[src/design/qrc_pkg.sv]
// ============================================================================
// qrc_pkg
// Shared types, constants and the phase transition decoder of the
// quadrature range counter.
// ============================================================================
package qrc_pkg;

    // Default number of encoder channels
    localparam int CHANNELS_DEFAULT = 16;

    // Channel field width; only channels below 2**CH_W can ever be addressed
    localparam int CH_W = 4;

    // Depth of the queue between front and back
    localparam int QUEUE_DEPTH = 2;

    // Direction codes (two-bit signed)
    localparam logic signed [1:0] DIR_NONE = 2'sb00;
    localparam logic signed [1:0] DIR_FWD  = 2'sb01;
    localparam logic signed [1:0] DIR_BACK = 2'sb11;

    // Phase pair, B in the high bit, A in the low bit
    typedef logic [1:0] phase_t;

    // Decoded work item passed from front to back
    typedef struct packed {
        logic signed [1:0] dir;
        logic signed [7:0] value;
        logic signed [7:0] lo;
        logic signed [7:0] hi;
        logic        [6:0] step;
    } task_t;

    // Old/new phase pair to step direction
    function automatic logic signed [1:0] decode_step(input phase_t old_pair,
                                                      input phase_t new_pair);
        logic signed [1:0] d;
        d = DIR_NONE;
        unique case ({old_pair, new_pair})
            4'b0001, 4'b0111, 4'b1000, 4'b1110: d = DIR_BACK;
            4'b0010, 4'b0100, 4'b1011, 4'b1101: d = DIR_FWD;
            default:                            d = DIR_NONE;
        endcase
        return d;
    endfunction

endpackage

[src/design/qrc_if.sv]
// ============================================================================
// qrc_if
// Valid/ready channel interfaces for encoder samples and update results.
// ============================================================================

// Sample channel
interface qrc_in_if;
    logic              valid;
    logic              ready;
    logic        [3:0] channel;
    logic              pin_a;
    logic              pin_b;
    logic signed [7:0] value_in;
    logic signed [7:0] limit_low;
    logic signed [7:0] limit_high;
    logic        [6:0] step_size;

    modport source (
        output valid, channel, pin_a, pin_b, value_in, limit_low, limit_high,
               step_size,
        input  ready
    );
    modport sink (
        input  valid, channel, pin_a, pin_b, value_in, limit_low, limit_high,
               step_size,
        output ready
    );
endinterface

// Result channel
interface qrc_out_if;
    logic              valid;
    logic              ready;
    logic signed [1:0] direction;
    logic signed [7:0] value_out;
    logic              changed;

    modport source (
        output valid, direction, value_out, changed,
        input  ready
    );
    modport sink (
        input  valid, direction, value_out, changed,
        output ready
    );
endinterface

[src/design/quadrature_range_counter.sv]
// ============================================================================
// quadrature_range_counter
// Multi-channel quadrature decoder that steps a bounded value per sample.
// ============================================================================
// Usage:
//   samples: one transfer per polled encoder sample (channel, A/B levels,
//   current value, limits and step). results: one transfer per sample, in
//   order, with the decoded direction, the clamped new value and a changed
//   flag. Samples for channels at or above CHANNELS decode as no movement
//   and leave the phase history untouched.
//   A sample accepted on samples is written into the queue and then into the
//   output register, and is presented on results when the output is free.
//   Throughput: one sample per cycle while the queue is not full; the front
//   lookup/decode is combinational and the back add/clamp is registered, with a two-entry queue between them.
//   samples.ready drops only when that queue is full, so a stalled receiver
//   holds the current result while two more samples are still taken.
//   Reset clears the per-channel phase history to 00, empties the queue and
//   drops results.valid; no clearing pass is needed.
// ============================================================================
module quadrature_range_counter #(
    parameter int CHANNELS = qrc_pkg::CHANNELS_DEFAULT
) (
    input  logic      clk,
    input  logic      rst_n,
    qrc_in_if.sink    samples,
    qrc_out_if.source results
);

    logic           push;
    logic           queue_full;
    qrc_pkg::task_t push_item;
    logic           pop;
    logic           head_valid;
    qrc_pkg::task_t head_item;

    qrc_front #(
        .CHANNELS (CHANNELS)
    ) u_front (
        .clk        (clk),
        .rst_n      (rst_n),
        .samples    (samples),
        .queue_full (queue_full),
        .push       (push),
        .push_item  (push_item)
    );

    qrc_queue u_queue (
        .clk        (clk),
        .rst_n      (rst_n),
        .push       (push),
        .push_item  (push_item),
        .full       (queue_full),
        .pop        (pop),
        .head_valid (head_valid),
        .head_item  (head_item)
    );

    qrc_back u_back (
        .clk        (clk),
        .rst_n      (rst_n),
        .head_valid (head_valid),
        .head_item  (head_item),
        .pop        (pop),
        .results    (results)
    );

endmodule

[src/design/qrc_front.sv]
// ============================================================================
// qrc_front
// Accepts samples, keeps the last phase pair per channel and decodes the
// step direction; pushes a decoded item into the queue.
// ============================================================================
module qrc_front #(
    parameter int CHANNELS = qrc_pkg::CHANNELS_DEFAULT
) (
    input  logic           clk,
    input  logic           rst_n,
    qrc_in_if.sink         samples,
    input  logic           queue_full,
    output logic           push,
    output qrc_pkg::task_t push_item
);

    // Only channels addressable by the 4-bit field need history
    localparam int DEPTH  = (CHANNELS < (1 << qrc_pkg::CH_W)) ? CHANNELS
                                                               : (1 << qrc_pkg::CH_W);
    localparam int IDX_W  = (DEPTH > 1) ? $clog2(DEPTH) : 1;
    localparam int EXT_W  = IDX_W + qrc_pkg::CH_W;

    qrc_pkg::phase_t        hist_reg [DEPTH];
    logic [EXT_W-1:0]       ch_ext;
    logic [IDX_W-1:0]       idx;
    logic                   present;
    qrc_pkg::phase_t        now_pair;
    qrc_pkg::phase_t        old_pair;
    logic signed [1:0]      dir;

    // Channel lookup
    assign ch_ext   = {{IDX_W{1'b0}}, samples.channel};
    assign idx      = ch_ext[IDX_W-1:0];
    assign present  = (ch_ext < EXT_W'(DEPTH));
    assign now_pair = {samples.pin_b, samples.pin_a};
    assign old_pair = present ? hist_reg[idx] : '0;

    // Classify the transition
    always_comb
    begin
        dir = qrc_pkg::DIR_NONE;
        if (present)
        begin
            dir = qrc_pkg::decode_step(old_pair, now_pair);
        end
    end

    assign samples.ready    = !queue_full;
    assign push             = samples.valid && !queue_full;
    assign push_item.dir    = dir;
    assign push_item.value  = samples.value_in;
    assign push_item.lo     = samples.limit_low;
    assign push_item.hi     = samples.limit_high;
    assign push_item.step   = samples.step_size;

    // Phase history, cleared at reset
    always_ff @(posedge clk or negedge rst_n)
    begin
        if (!rst_n)
        begin
            for (int i = 0; i < DEPTH; i++)
            begin
                hist_reg[i] <= '0;
            end
        end
        else if (push && present)
        begin
            hist_reg[idx] <= now_pair;
        end
    end

endmodule

[src/design/qrc_queue.sv]
// ============================================================================
// qrc_queue
// Short FIFO of decoded items between front and back.
// ============================================================================
module qrc_queue (
    input  logic           clk,
    input  logic           rst_n,
    input  logic           push,
    input  qrc_pkg::task_t push_item,
    output logic           full,
    input  logic           pop,
    output logic           head_valid,
    output qrc_pkg::task_t head_item
);

    localparam int PTR_W = (qrc_pkg::QUEUE_DEPTH > 1) ? $clog2(qrc_pkg::QUEUE_DEPTH) : 1;
    localparam int CNT_W = $clog2(qrc_pkg::QUEUE_DEPTH + 1);

    qrc_pkg::task_t     mem [qrc_pkg::QUEUE_DEPTH];
    logic [PTR_W-1:0]   wr_ptr_reg, wr_ptr_next;
    logic [PTR_W-1:0]   rd_ptr_reg, rd_ptr_next;
    logic [CNT_W-1:0]   count_reg, count_next;

    assign full       = (count_reg == CNT_W'(qrc_pkg::QUEUE_DEPTH));
    assign head_valid = (count_reg != '0);
    assign head_item  = mem[rd_ptr_reg];

    // Pointer wrap
    function automatic logic [PTR_W-1:0] bump(input logic [PTR_W-1:0] p);
        logic [PTR_W-1:0] r;
        r = (p == PTR_W'(qrc_pkg::QUEUE_DEPTH - 1)) ? '0 : p + 1'b1;
        return r;
    endfunction

    // Next pointers and fill count
    always_comb
    begin
        wr_ptr_next = push ? bump(wr_ptr_reg) : wr_ptr_reg;
        rd_ptr_next = pop  ? bump(rd_ptr_reg) : rd_ptr_reg;
        count_next  = count_reg;
        if (push && !pop)
        begin
            count_next = count_reg + 1'b1;
        end
        else if (pop && !push)
        begin
            count_next = count_reg - 1'b1;
        end
    end

    always_ff @(posedge clk or negedge rst_n)
    begin
        if (!rst_n)
        begin
            wr_ptr_reg <= '0;
            rd_ptr_reg <= '0;
            count_reg  <= '0;
        end
        else
        begin
            wr_ptr_reg <= wr_ptr_next;
            rd_ptr_reg <= rd_ptr_next;
            count_reg  <= count_next;
        end
    end

    // Storage
    always_ff @(posedge clk)
    begin
        if (push)
        begin
            mem[wr_ptr_reg] <= push_item;
        end
    end

`ifndef SYNTHESIS
    a_count_bound: assert property (@(posedge clk) disable iff (!rst_n)
        count_reg <= CNT_W'(qrc_pkg::QUEUE_DEPTH))
        else $error("queue count over depth");

    a_no_pop_empty: assert property (@(posedge clk) disable iff (!rst_n)
        pop |-> head_valid)
        else $error("pop from empty queue");

    a_no_push_full: assert property (@(posedge clk) disable iff (!rst_n)
        push |-> !full)
        else $error("push into full queue");

    a_count_track: assert property (@(posedge clk) disable iff (!rst_n)
        (push && !pop) |=> count_reg == $past(count_reg) + 1'b1)
        else $error("queue count lost a push");
`endif

endmodule

[src/design/qrc_back.sv]
// ============================================================================
// qrc_back
// Applies the decoded step with bound clamping and holds the result in the
// output register.
// ============================================================================
module qrc_back (
    input  logic           clk,
    input  logic           rst_n,
    input  logic           head_valid,
    input  qrc_pkg::task_t head_item,
    output logic           pop,
    qrc_out_if.source      results
);

    logic                   out_valid_reg;
    logic signed [1:0]      dir_reg;
    logic signed [7:0]      value_reg;
    logic                   changed_reg;

    logic signed [9:0]      v_w, lo_w, hi_w, step_w, sum_w, diff_w;
    logic signed [7:0]      value_next;
    logic                   changed_next;

    // Widened operands so the step never wraps
    assign v_w    = {{2{head_item.value[7]}}, head_item.value};
    assign lo_w   = {{2{head_item.lo[7]}}, head_item.lo};
    assign hi_w   = {{2{head_item.hi[7]}}, head_item.hi};
    assign step_w = {3'b000, head_item.step};
    assign sum_w  = v_w + step_w;
    assign diff_w = v_w - step_w;

    // Step and clamp toward the bound in the direction of movement
    always_comb
    begin
        value_next   = head_item.value;
        changed_next = 1'b0;
        if (head_item.dir == qrc_pkg::DIR_FWD && head_item.value < head_item.hi)
        begin
            value_next   = (sum_w > hi_w) ? head_item.hi : sum_w[7:0];
            changed_next = 1'b1;
        end
        else if (head_item.dir == qrc_pkg::DIR_BACK && head_item.value > head_item.lo)
        begin
            value_next   = (diff_w < lo_w) ? head_item.lo : diff_w[7:0];
            changed_next = 1'b1;
        end
    end

    assign pop = head_valid && (!out_valid_reg || results.ready);

    // Output valid
    always_ff @(posedge clk or negedge rst_n)
    begin
        if (!rst_n)
        begin
            out_valid_reg <= 1'b0;
        end
        else if (pop)
        begin
            out_valid_reg <= 1'b1;
        end
        else if (results.ready)
        begin
            out_valid_reg <= 1'b0;
        end
    end

    // Output payload
    always_ff @(posedge clk)
    begin
        if (pop)
        begin
            dir_reg     <= head_item.dir;
            value_reg   <= value_next;
            changed_reg <= changed_next;
        end
    end

    assign results.valid     = out_valid_reg;
    assign results.direction = dir_reg;
    assign results.value_out = value_reg;
    assign results.changed   = changed_reg;

`ifndef SYNTHESIS
    a_changed_has_dir: assert property (@(posedge clk) disable iff (!rst_n)
        (out_valid_reg && changed_reg) |-> (dir_reg != qrc_pkg::DIR_NONE))
        else $error("change reported without a step");
`endif

endmodule

[src/flat_wrapper.sv]
// flat-port wrapper written by rule: the top's interface ports become plain ports
module quadrature_range_counter_flat 
#(
    parameter int CHANNELS = qrc_pkg::CHANNELS_DEFAULT
)
  (clk, rst_n, samples_valid, samples_channel, samples_pin_a, samples_pin_b, samples_value_in, samples_limit_low, samples_limit_high, samples_step_size, samples_ready, results_valid, results_direction, results_value_out, results_changed, results_ready);
  qrc_in_if samples_i ();
  qrc_out_if results_i ();
  input  logic clk;
  input  logic rst_n;
  input wire logic [$bits(samples_i.valid)-1:0] samples_valid;
  input wire logic [$bits(samples_i.channel)-1:0] samples_channel;
  input wire logic [$bits(samples_i.pin_a)-1:0] samples_pin_a;
  input wire logic [$bits(samples_i.pin_b)-1:0] samples_pin_b;
  input wire logic [$bits(samples_i.value_in)-1:0] samples_value_in;
  input wire logic [$bits(samples_i.limit_low)-1:0] samples_limit_low;
  input wire logic [$bits(samples_i.limit_high)-1:0] samples_limit_high;
  input wire logic [$bits(samples_i.step_size)-1:0] samples_step_size;
  output wire logic [$bits(samples_i.ready)-1:0] samples_ready;
  output wire logic [$bits(results_i.valid)-1:0] results_valid;
  output wire logic [$bits(results_i.direction)-1:0] results_direction;
  output wire logic [$bits(results_i.value_out)-1:0] results_value_out;
  output wire logic [$bits(results_i.changed)-1:0] results_changed;
  input wire logic [$bits(results_i.ready)-1:0] results_ready;
  assign samples_i.valid = samples_valid;
  assign samples_i.channel = samples_channel;
  assign samples_i.pin_a = samples_pin_a;
  assign samples_i.pin_b = samples_pin_b;
  assign samples_i.value_in = samples_value_in;
  assign samples_i.limit_low = samples_limit_low;
  assign samples_i.limit_high = samples_limit_high;
  assign samples_i.step_size = samples_step_size;
  assign samples_ready = samples_i.ready;
  assign results_valid = results_i.valid;
  assign results_direction = results_i.direction;
  assign results_value_out = results_i.value_out;
  assign results_changed = results_i.changed;
  assign results_i.ready = results_ready;
  quadrature_range_counter #(.CHANNELS(CHANNELS)) u_core (.clk(clk), .rst_n(rst_n), .samples(samples_i), .results(results_i));
endmodule
[config.mk]
export PLATFORM = sky130hd
export DESIGN_NAME = quadrature_range_counter_flat
export DESIGN_NICKNAME = d
export VERILOG_FILES = /design/src/design/qrc_pkg.sv /design/src/design/qrc_if.sv /design/src/design/quadrature_range_counter.sv /design/src/design/qrc_front.sv /design/src/design/qrc_queue.sv /design/src/design/qrc_back.sv /design/src/flat_wrapper.sv
export SDC_FILE = /design/constraint.sdc
export NUM_CORES = 1
export LEC_CHECK = 0
export BUFFER_PORTS_ARGS = -buffer_cell sky130_fd_sc_hd__buf_2
export CORE_UTILIZATION = 27
export CTS_CLUSTER_DIAMETER = 120
export DETAILED_ROUTE_END_ITERATION = 10
export GPL_ROUTABILITY_DRIVEN = 1
export HOLD_SLACK_MARGIN = 0.05
export PLACE_DENSITY_LB_ADDON = 0.05
export SLEW_MARGIN = 10
export SYNTH_ARGS = -nofsm -noshare
export SYNTH_HDL_FRONTEND = slang
export SYNTH_SLANG_ARGS = --single-unit
[constraint.sdc]
create_clock -name clk -period 5.9 [get_ports clk]
set_clock_uncertainty 0.2 [all_clocks]
set_input_delay 0.295 -clock clk [delete_from_list [all_inputs] [get_ports clk]]
set_output_delay 0.295 -clock clk [all_outputs]
set_load 0.01 [all_outputs]
### Word level (Yosys, flattened, before mapping)

Memories as Yosys holds them, arrays and structs flattened.
Index checks and enable logic that the tools add are counted.

| operators by class | value |
|---|---|
| $add $sub $neg | 6 |
| magnitude comparators | 7 |
| eq/ne operators | 3 |
| mux-type cells | 21 |
| bitwise gates (word level) | 1 |
| reduce and logical (&&, ||, !) cells | 16 |

Operators with widths:

| operator | number |
|---|---|
| $bwmux W32 | 1 |
| $mux W8 | 4 |
| $mux W2 | 7 |
| $add A8 B8 Y9 | 1 |
| $gt A9 B8 Y1 | 1 |
| $lt A9 B8 Y1 | 1 |
| $sub A8 B8 Y9 | 1 |
| $bmux W2 S4 | 1 |
| $demux W2 S4 | 1 |
| $gt A8 B8 Y1 | 1 |
| $logic_and A1 B1 Y1 | 8 |
| $lt A8 B8 Y1 | 1 |
| $mux W1 | 7 |
| $reduce_bool A2 Y1 | 3 |
| $ge A5 B5 Y1 const B | 1 |
| $lt A4 B5 Y1 const B | 1 |
| $lt A5 B1 Y1 const B | 1 |
| $not A4 Y5 | 1 |
| $eq A2 B2 Y1 const B | 2 |
| $logic_not A1 Y1 | 4 |
| $add A1 B1 Y1 const B | 2 |
| $add A2 B1 Y2 const B | 1 |
| $eq A2 B1 Y1 const B | 1 |
| $sub A2 B1 Y2 const B | 1 |
| $logic_or A1 B1 Y1 | 1 |

| word-level totals | value |
|---|---|
| register bits | 48 |
| bits in writable memories | 66 |
| memory bits (read-only) | 32 |
| output and inout bits | 13 |
| logic and storage cells | 79 |
| memories kept | 2 |

Memory list:

| memory | words | bits a word | rd ports | clocked after memory_dff | write ports | RTL line | source |
|---|---|---|---|---|---|---|---|
| u_core.u_queue.mem | 2 | 33 | 1 | 0 | 1 | qrc_queue.sv:19 | `qrc_pkg::task_t mem [qrc_pkg::QUEUE_DEPTH];` |
| (name not given) | 16 | 2 | 1 | 0 | 0 | qrc_pkg.sv:39 | `unique case ({old_pair, new_pair})` |

### Logic depth before layout (Yosys ltp)

Gate-level depths: netlist of the first run.

| logic depth | value |
|---|---|
| word-level depth | 7 |
| mapped depth | 19 |

### Modules after synthesis

Synthesis of the first run repeated with hierarchy kept, for this count alone.

| unflattened totals | value |
|---|---|
| cell total of the unflattened synthesis | 547 |
| area, all modules | 6835.3 um^2 |

Modules (own cells, without submodules):

| module | times used | cells an instance | area an instance (um^2) | sequential area each (um^2) |
|---|---|---|---|---|
| qrc_queue | 1 | 119 | 2722.6 | 2082.0 |
| qrc_back | 1 | 262 | 2238.4 | 355.3 |
| qrc_front | 1 | 166 | 1874.3 | 800.8 |

### Worst setup path after synthesis of the first run

No wires, ideal clock.

| timing path | value |
|---|---|
| path type | reg2reg |
| from | register u_core.u_queue.rd_ptr_reg |
| to | register u_core.u_back.value_reg[1], in the netlist u_core.u_back.results.value_out[1], data pin |
| arrival | 4.094 ns |
| required time | 5.443 ns |
| slack | 1.349 ns |
| cell stages (with the launch flop) | 18 |
| period minus slack after synthesis | 4.551 ns |
| cell sequence | dfrtp_1 -> buf_2 -> buf_2 -> mux2_2 -> inv_1 -> ha_1 -> inv_1 -> fa_1 -> a211oi_1 -> o21bai_1 -> a21oi_1 -> xnor2_1 -> ha_1 -> a21o_1 -> a221oi_2 -> o22ai_1 -> a2111o_1 -> a32o_1 |

| on the way | value |
|---|---|
| word-level cells in the longest chain between the ends | 6 |
| elaborated cells on any way between the ends | 15 |

Ends and longest elaborated chain:

| element | RTL line | source |
|---|---|---|
| start: declaration | qrc_queue.sv:21 | `logic [PTR_W-1:0] rd_ptr_reg, rd_ptr_next;` |
| start signal: assignment | qrc_queue.sv:62 | `rd_ptr_reg <= rd_ptr_next;` |
| $mem_v2 Z2 W33 (*) | - |  |
| $sub A8 B8 Y9 | qrc_back.sv:30 | `assign diff_w = v_w - step_w;` |
| $lt A9 B8 Y1 | qrc_back.sv:44 | `value_next = (diff_w < lo_w) ? head_item.lo : diff_w[7:0];` |
| $mux W8 | qrc_back.sv:44 |  |
| $mux W8 | qrc_back.sv:42 | `else if (head_item.dir == qrc_pkg::DIR_BACK && head_item.value > head_item.lo)` |
| $mux W8 (*) | qrc_back.sv:37 | `if (head_item.dir == qrc_pkg::DIR_FWD && head_item.value < head_item.hi)` |
| via u_core.u_back.value_next[1] | qrc_back.sv:21 | `logic signed [7:0] value_next;` |
| end signal: assignment | qrc_back.sv:74 | `value_reg <= value_next;` |
| end: declaration | qrc_back.sv:17 | `logic signed [7:0] value_reg;` |

Mark *: on every way through the listed nets, which the timed path passes. The rest lies on a longest branch.
A chain may end at the register's enable or synchronous reset.

### Worst setup path after layout of the first run

| timing path | value |
|---|---|
| from | register u_core.u_queue.rd_ptr_reg |
| to | register u_core.u_back.value_reg[0], in the netlist u_core.u_back.results.value_out[0], data pin |

The elaborated chain is that of the path after synthesis.

==> flow_metrics.py, run 1 <==
metrics = {
    "status": {
        "status": "complete, no violations",
    },
    "floorplan": {
        "start_util_pct": 27.7,
        "rows": 56,
        "die_h_um": 158,
        "ios": 54,
        "dieWidth_um": 158,
        "die_area_um2": 24800,
        "core_um2": 23600,
    },
    "synthesis": {
        "ys_async_sr_fraction_pct": 32.5,
        "synth_area_um2": 6540,
        "synth_warnings": 0,
        "synth_edf_count": 77,
        "syn_inst": 547,
        "ys_ff_latch": 114,
        "synthFlopType": "edfxtp_1",
        "syn-num-nets": 641,
        "syn_area_per_cell_um2": 12.0,
        "seq_area_frac_synth_pct": 49.5,
        "synth_cell_types": 61,
    },
    "grt": {
        "grt_pass1_vias": 4563,
        "grt_pass1_wl_um": 26500,
        "grtUsageTotal_pct": 14.8,
        "overflow": 0,
        "grt_max_degree": 38,
        "antenna_found_initial": 0,
    },
    "drt": {
        "wl_per_cell_um": 18.0,
        "vias": 4590,
        "viasPerCell": 4.76,
        "drc": 0,
        "drtPass1Iterations": 4,
        "drt-initial-drc-count": 282,
        "postRouteAntennaNets": 0,
        "drt_wl_total_um": 17400,
    },
    "clock_tree": {
        "clockRootBuffer": "clkbuf_16",
        "clkTransAtPathRegs_ns": 0.06,
        "insertion_delay_ns": 0.42,
        "cts_tree": "yes",
        "htreeDepth": 4,
        "cts_max_path_buffers": 2,
        "numCtsBuffers": 17,
        "cts_resized": 0,
        "postCtsSetupBuffers": 0,
        "cts.sinks": 114,
    },
    "finish": {
        "multi_input_area_um2": 3090,
        "design.final.nets": 727,
        "fillCellCount": 2377,
        "largest_register_ff_count": 66,
        "n_antenna_cell": 0,
        "regArea_um2": 3240,
        "drive_gt1_share_pct": 21.8,
        "area_growth_pct": 22.4,
    },
    "sta": {
        "tightest_slew_ns": 1.13,
        "hold_viol_final": 0,
        "slew_headroom_pct": 24.5,
        "drv_slew": 0,
        "post-route-min-period_ns": 5.20,
        "setup_viol": 0,
        "hold_slack_ns": 0.152,
        "rsz0062_at_grt": "false",
        "period_share_pct": 88.2,
        "setup_tns_ns": 0,
        "fmaxAchievable_mhz": 192,
    },
    "power": {
        "power.share.switching_pct": 43.9,
        "pwr-share-seq_pct": 24.9,
        "p_per_area_nw_per_um2": 659,
        "intPower_mw": 2.96,
        "power_mw": 5.27,
        "total_leakage_power_nw": 3.20,
        "power.share.clock_pct": 18.0,
        "switching_power_mw": 2.32,
        "p_comb_share_pct": 57.1,
        "irDropWorstVdd_v": 0.000226,
    },
    "critical_path": {
        "required_ns": 5.83,
        "start_kind": "flip-flop",
        "crit_type": "reg2reg",
        "cp_data_arrival_time_ns": 5.13,
        "crit_path_max_fanout": 21,
        "end_kind": "flip-flop",
    },
    "place": {
        "hpwl_um": 12700,
        "portBuffers": 53,
        "gp_congestion": 0.818,
    },
    "min_path": {
        "hp-class": "in2reg",
    },
    "job": {
        "cap_violations": 0,
    },
}
power groups by stage:
stage                     Combinational [mW]  Clock, mW  Sequential [mW]
after floorplan                         2.17          0             1.29
after global placement                  2.97          0             1.33
after detailed placement                2.98          0             1.33
after CTS                               3.01      0.980             1.32
after global routing                    3.34       1.02             1.35
final                                   3.01      0.949             1.31
synthesized netlist by cell type, types with 4 or more instances:
library cell,number,area [um2]
a211oi_1,10,75.1
a21o_1,4,30.0
a21oi_1,28,140
buf_2,8,40.0
clkbuf_1,13,48.8
dfrtp_1,37,926
edfxtp_1,77,2310
ha_1,51,638
inv_1,27,101
mux2_2,36,405
mux2i_1,24,240
mux4_2,9,203
nand2_1,26,97.6
nand2b_1,16,100
nand3_1,10,50.1
nand3b_1,4,30.0
nand4_1,6,37.5
nor2_1,46,173
nor2b_1,4,25.0
nor3_1,9,45.0
o211ai_1,7,52.6
o21a_1,6,45.0
o21ai_0,13,65.1
o21ai_1,8,40.0
o22ai_1,4,25.0
o31ai_1,4,30.0
xnor2_1,11,96.3
xor2_1,5,43.8
layout make-up:
class,count,share of cell area (%)
Sequential cell,114,40.5
Multi-Input combinational cell,382,38.6
Timing Repair Buffer,90,7.82
Clock buffer,21,5.77
Tap cell,319,4.99
Inverter,28,1.31
Clock inverter,11,0.970
stage by stage:
| stage | cell area, um2 | util [%] | cells | setup slack (ns) |
|---|---|---|---|---|
| 3_3_place_gp | 7130 | 30.2 | 900 | 0.851 |
| 4_1_cts | 8000 | 33.9 | 965 | 0.708 |
| 5_1_grt | 8000 | 33.9 | 965 | 0.251 |
| 6_report | 8000 | 33.9 | 965 | 0.696 |
| 3_5_place_dp | 7130 | 30.2 | 900 | 0.755 |
| 2_1_floorplan | 6540 | - | 547 | 1.35 |
worst paths after layout:
path	start	endpoint	slack, ns	cells after the start
max in group asynchronous	rst_n	u_core.u_queue.rd_ptr_reg	4.58	2
max reg2reg	u_core.u_queue.rd_ptr_reg	u_core.u_back.results.value_out[0]	0.70	18
min	samples_pin_b	u_core.u_front.hist_reg[11]	0.15	2
min in group asynchronous	rst_n	u_core.u_queue.count_reg[1]	0.33	2
max	u_core.u_queue.rd_ptr_reg	u_core.u_back.results.value_out[0]	0.70	18
min reg2reg	u_core.u_front.hist_reg[27]	u_core.u_front.hist_reg[27]	0.28	2
layout by cell type, fill, tap and decap left out, types with 5 or more instances in the layout:
cell type,instances
edfxtp_1,77
buf_2,53
ha_1,51
nor2_1,45
mux2_2,36
dfrtp_1,36
dlygate4sd3_1,33
a21oi_1,28
inv_1,27
nand2_1,26
mux2i_1,24
clkbuf_16,18
nand2b_1,16
o21ai_0,13
xnor2_1,11
nand3_1,10
a211oi_1,10
nor3_1,9
mux4_2,9
o21ai_1,8
o211ai_1,7
o21a_1,6
nand4_1,6
xor2_1,5
routing by layer:
layer  vias to the layer above  GRT usage, %  share of wire, %
met1                      2230          19.7                48
met2                       115          23.7                47
li1                       2229             -                 -
met3                        16          3.23               3.6
met4                         0          5.09               1.5
met5                         -             0                 0
worst max-delay path, cell delays in order (launching register included):
cell and delay (ns):
dfrtp_2 0.72, mux2_2 0.44, inv_1 0.09, ha_1 0.16
inv_1 0.05, fa_1 0.40, a211oi_1 0.32, o21bai_1 0.12
a21oi_1 0.22, nor2_1 0.06, o21ai_0 0.21, ha_1 0.16
buf_4 0.23, nand4_1 0.24, a211o_1 0.34, o211ai_2 0.11
o22ai_1 0.11, a2111oi_0 0.54, o32ai_1 0.19
cells by family (layout without fill, tap and decap cells):
kind of cell	count (synthesis)	count (layout)	synth area share, %
AOI/OAI and AO/OA	110	110	11.5
xor gates and xnor gates	16	16	2.14
adders and majority gates	53	53	10.4
buffers and inverters	51	150	3.31
DFF	114	114	49.5
muxes	72	72	13.5
and+or+nand+nor	131	131	9.63
repair_timing:
action,CTS,global route
endpoints found under the hold margin,100,0
endpoints found under the setup margin,0,0
hold buffers,33,0
No activity file was read; power rests on OpenSTA's default activity.
==> run 2, diff against run 1 <==
==> constraint.sdc (replaced) <==
create_clock -name clk -period 4.28 [get_ports clk]
set_clock_uncertainty 0.2 [all_clocks]
set_input_delay 0.214 -clock clk [delete_from_list [all_inputs] [get_ports clk]]
set_output_delay 0.214 -clock clk [all_outputs]
set_load 0.01 [all_outputs]
==> run 2 against run 1 <==
Cell area is 7.4% higher. Setup slack worse by 0.58 ns. Worst hold slack worse by 0.066 ns. Critical path type unchanged. Largest power group unchanged. Cell count is 4.7% higher. Sequential power is 35% higher. First-iteration DRC count is 37% lower. Sequential share of layout area is 2.8 points lower. Core utilization is 2.5 points higher.
==> flow_metrics.py, run 2 (synthesis gave the netlist of run 1 again) <==
metrics = {
    "finish": {
        "n_antenna_cell": 0,
        "layout_common_cells": "edfxtp_1, buf_2, buf_4",
        "multi_input_area_um2": 3270,
        "final_cell_area_um2": 8590,
        "largest_register_ff_count": 66,
        "final_common_cell": "edfxtp_1",
        "fillCellCount": 2358,
        "design.final.nets": 772,
        "stdcell_count": 1010,
        "fin_util_pct": 36.4,
        "drive_gt1_share_pct": 31.0,
        "area_growth_pct": 31.4,
        "regArea_um2": 3240,
    },
    "min_path": {
        "hold_path_depth": 2,
        "hp-class": "in2reg",
    },
    "critical_path": {
        "path_cells": "buf_12, mux2_4, fa_2, a211oi_4, o21bai_1, a21oi_2, xnor2_2, ha_1, a21o_1, a221oi_4, buf_4, o221ai_1, a221oi_2, a211oi_2",
        "r2r_cells": 14,
        "path_buf_inv": 2,
        "cpMaxStageDelayCell": "dfrtp_2",
        "crit_type": "reg2reg",
        "end_kind": "flip-flop",
        "required_ns": 4.23,
        "crit_path_max_fanout": 8,
        "cp.depth": 14,
        "slowest_delay_ns": 0.45,
        "start_kind": "flip-flop",
        "cp_data_arrival_time_ns": 4.12,
        "crit_family": "compound AO/OA/AOI/OAI gates",
    },
    "clock_tree": {
        "cts_max_path_buffers": 2,
        "cts_tree": "yes",
        "numCtsBuffers": 17,
        "clockRootBuffer": "clkbuf_16",
        "clkTransAtPathRegs_ns": 0.06,
        "htreeDepth": 4,
        "cts.sinks": 114,
        "insertion_delay_ns": 0.42,
    },
    "grt": {
        "grt_pass1_vias": 4805,
        "overflow": 0,
        "grtUsageTotal_pct": 15.4,
        "grt_max_degree": 38,
        "grt_pass1_wl_um": 27800,
        "antenna_found_initial": 0,
    },
    "sta": {
        "post-route-min-period_ns": 4.17,
        "slew_headroom_pct": 27.2,
        "setup_viol": 0,
        "drv_slew": 0,
        "fmaxAchievable_mhz": 240,
        "rsz0062_at_grt": "true",
        "tightest_slew_ns": 1.09,
        "period_share_pct": 97.4,
        "hold_viol_final": 0,
    },
    "place": {
        "portBuffers": 53,
        "placed_cell_area_um2": 7420,
        "gp_congestion": 0.837,
        "dp_cells": 934,
        "hpwl_um": 13400,
    },
    "floorplan": {
        "rows": 56,
        "core_um2": 23600,
        "die_h_um": 158,
        "ios": 54,
        "dieWidth_um": 158,
        "start_util_pct": 27.7,
        "die_area_um2": 24800,
    },
    "power": {
        "total_leakage_power_nw": 3.49,
        "p_per_area_nw_per_um2": 965,
        "irDropWorstVdd_v": 0.000282,
    },
    "drt": {
        "drt_wl_total_um": 18100,
        "drt-initial-drc-count": 179,
        "viasPerCell": 4.68,
        "postRouteAntennaNets": 0,
        "vias": 4731,
        "drtPass1Iterations": 4,
        "drc": 0,
        "wl_per_cell_um": 18.0,
    },
    "job": {
        "cap_violations": 0,
    },
    "status": {
        "status": "complete, no violations",
    },
}
==> run 2: layout make-up <==
type / instances / share of cell area (%)
clock buffers: 21 / 5.74
repair buffers: 135 / 11.6
well taps: 319 / 4.65
clock inverters: 11 / 1.02
inverters: 28 / 1.25
flip-flops and latches: 114 / 37.7
multi-input cells: 382 / 38.1
==> run 2: per-layer routing <==
metal,GRT usage (%),vias up,share of wire (%)
met3,3.12,18,2.4
met4,4.44,0,1.3
li1,-,2317,-
met2,25.7,67,49
met1,20.0,2329,47
met5,0,-,0
==> run 2: final timing paths <==
path                            slack [ns]                            endpoint                   startpoint
worst max-delay path                  0.11  u_core.u_back.results.value_out[3]    u_core.u_queue.rd_ptr_reg
min in group asynchronous             0.26         u_core.u_back.results.valid                        rst_n
worst max register to register        0.11  u_core.u_back.results.value_out[3]    u_core.u_queue.rd_ptr_reg
worst min register to register        0.29         u_core.u_front.hist_reg[26]  u_core.u_front.hist_reg[26]
max in group asynchronous             3.04           u_core.u_queue.rd_ptr_reg                        rst_n
worst min-delay path                  0.09          u_core.u_front.hist_reg[0]                samples_pin_a
==> run 2: what timing repair did <==
action / in CTS / in global routing
hold buffers: 33 / 0
resized for setup: 5 / 30
buffers inserted: 2 / 8
pin swaps: 4 / 21
setup endpoints to repair: 6 / 8
gates cloned: 0 / 1
endpoints found under the hold margin: 100 / 0
==> run 2: metrics by stage <==
step,hold WS (ns),setup TNS [ns],power (mW),setup WS [ns]
6_report,0.0858,0,8.29,0.112
2_1_floorplan,-0.282,0,4.84,0.0170
4_1_cts,0.0777,0,7.97,0.00224
3_3_place_gp,0.169,-0.199,6.43,-0.118
3_5_place_dp,0.175,-0.520,6.45,-0.156
5_1_grt,0.0992,-0.289,8.92,-0.0950
==> run 2: worst reg2reg max path: cells and delay by family, from the launching register on <==
family | cells | cell delay [ns]
xor+xnor | 1 | 0.11
buf+inv | 2 | 0.35
compound gates | 8 | 1.69
fa+ha+maj | 2 | 0.76
mux | 1 | 0.35
flops | 1 | 0.45
==> run 2: power breakdown <==
group / internal [mW] / leakage, nW / switching [mW]
sequential: 1.63 / 1.18 / 0.140
combinational: 2.32 / 2.03 / 2.81
clock: 0.836 / 0.287 / 0.562
total: 4.78 / 3.49 / 3.51
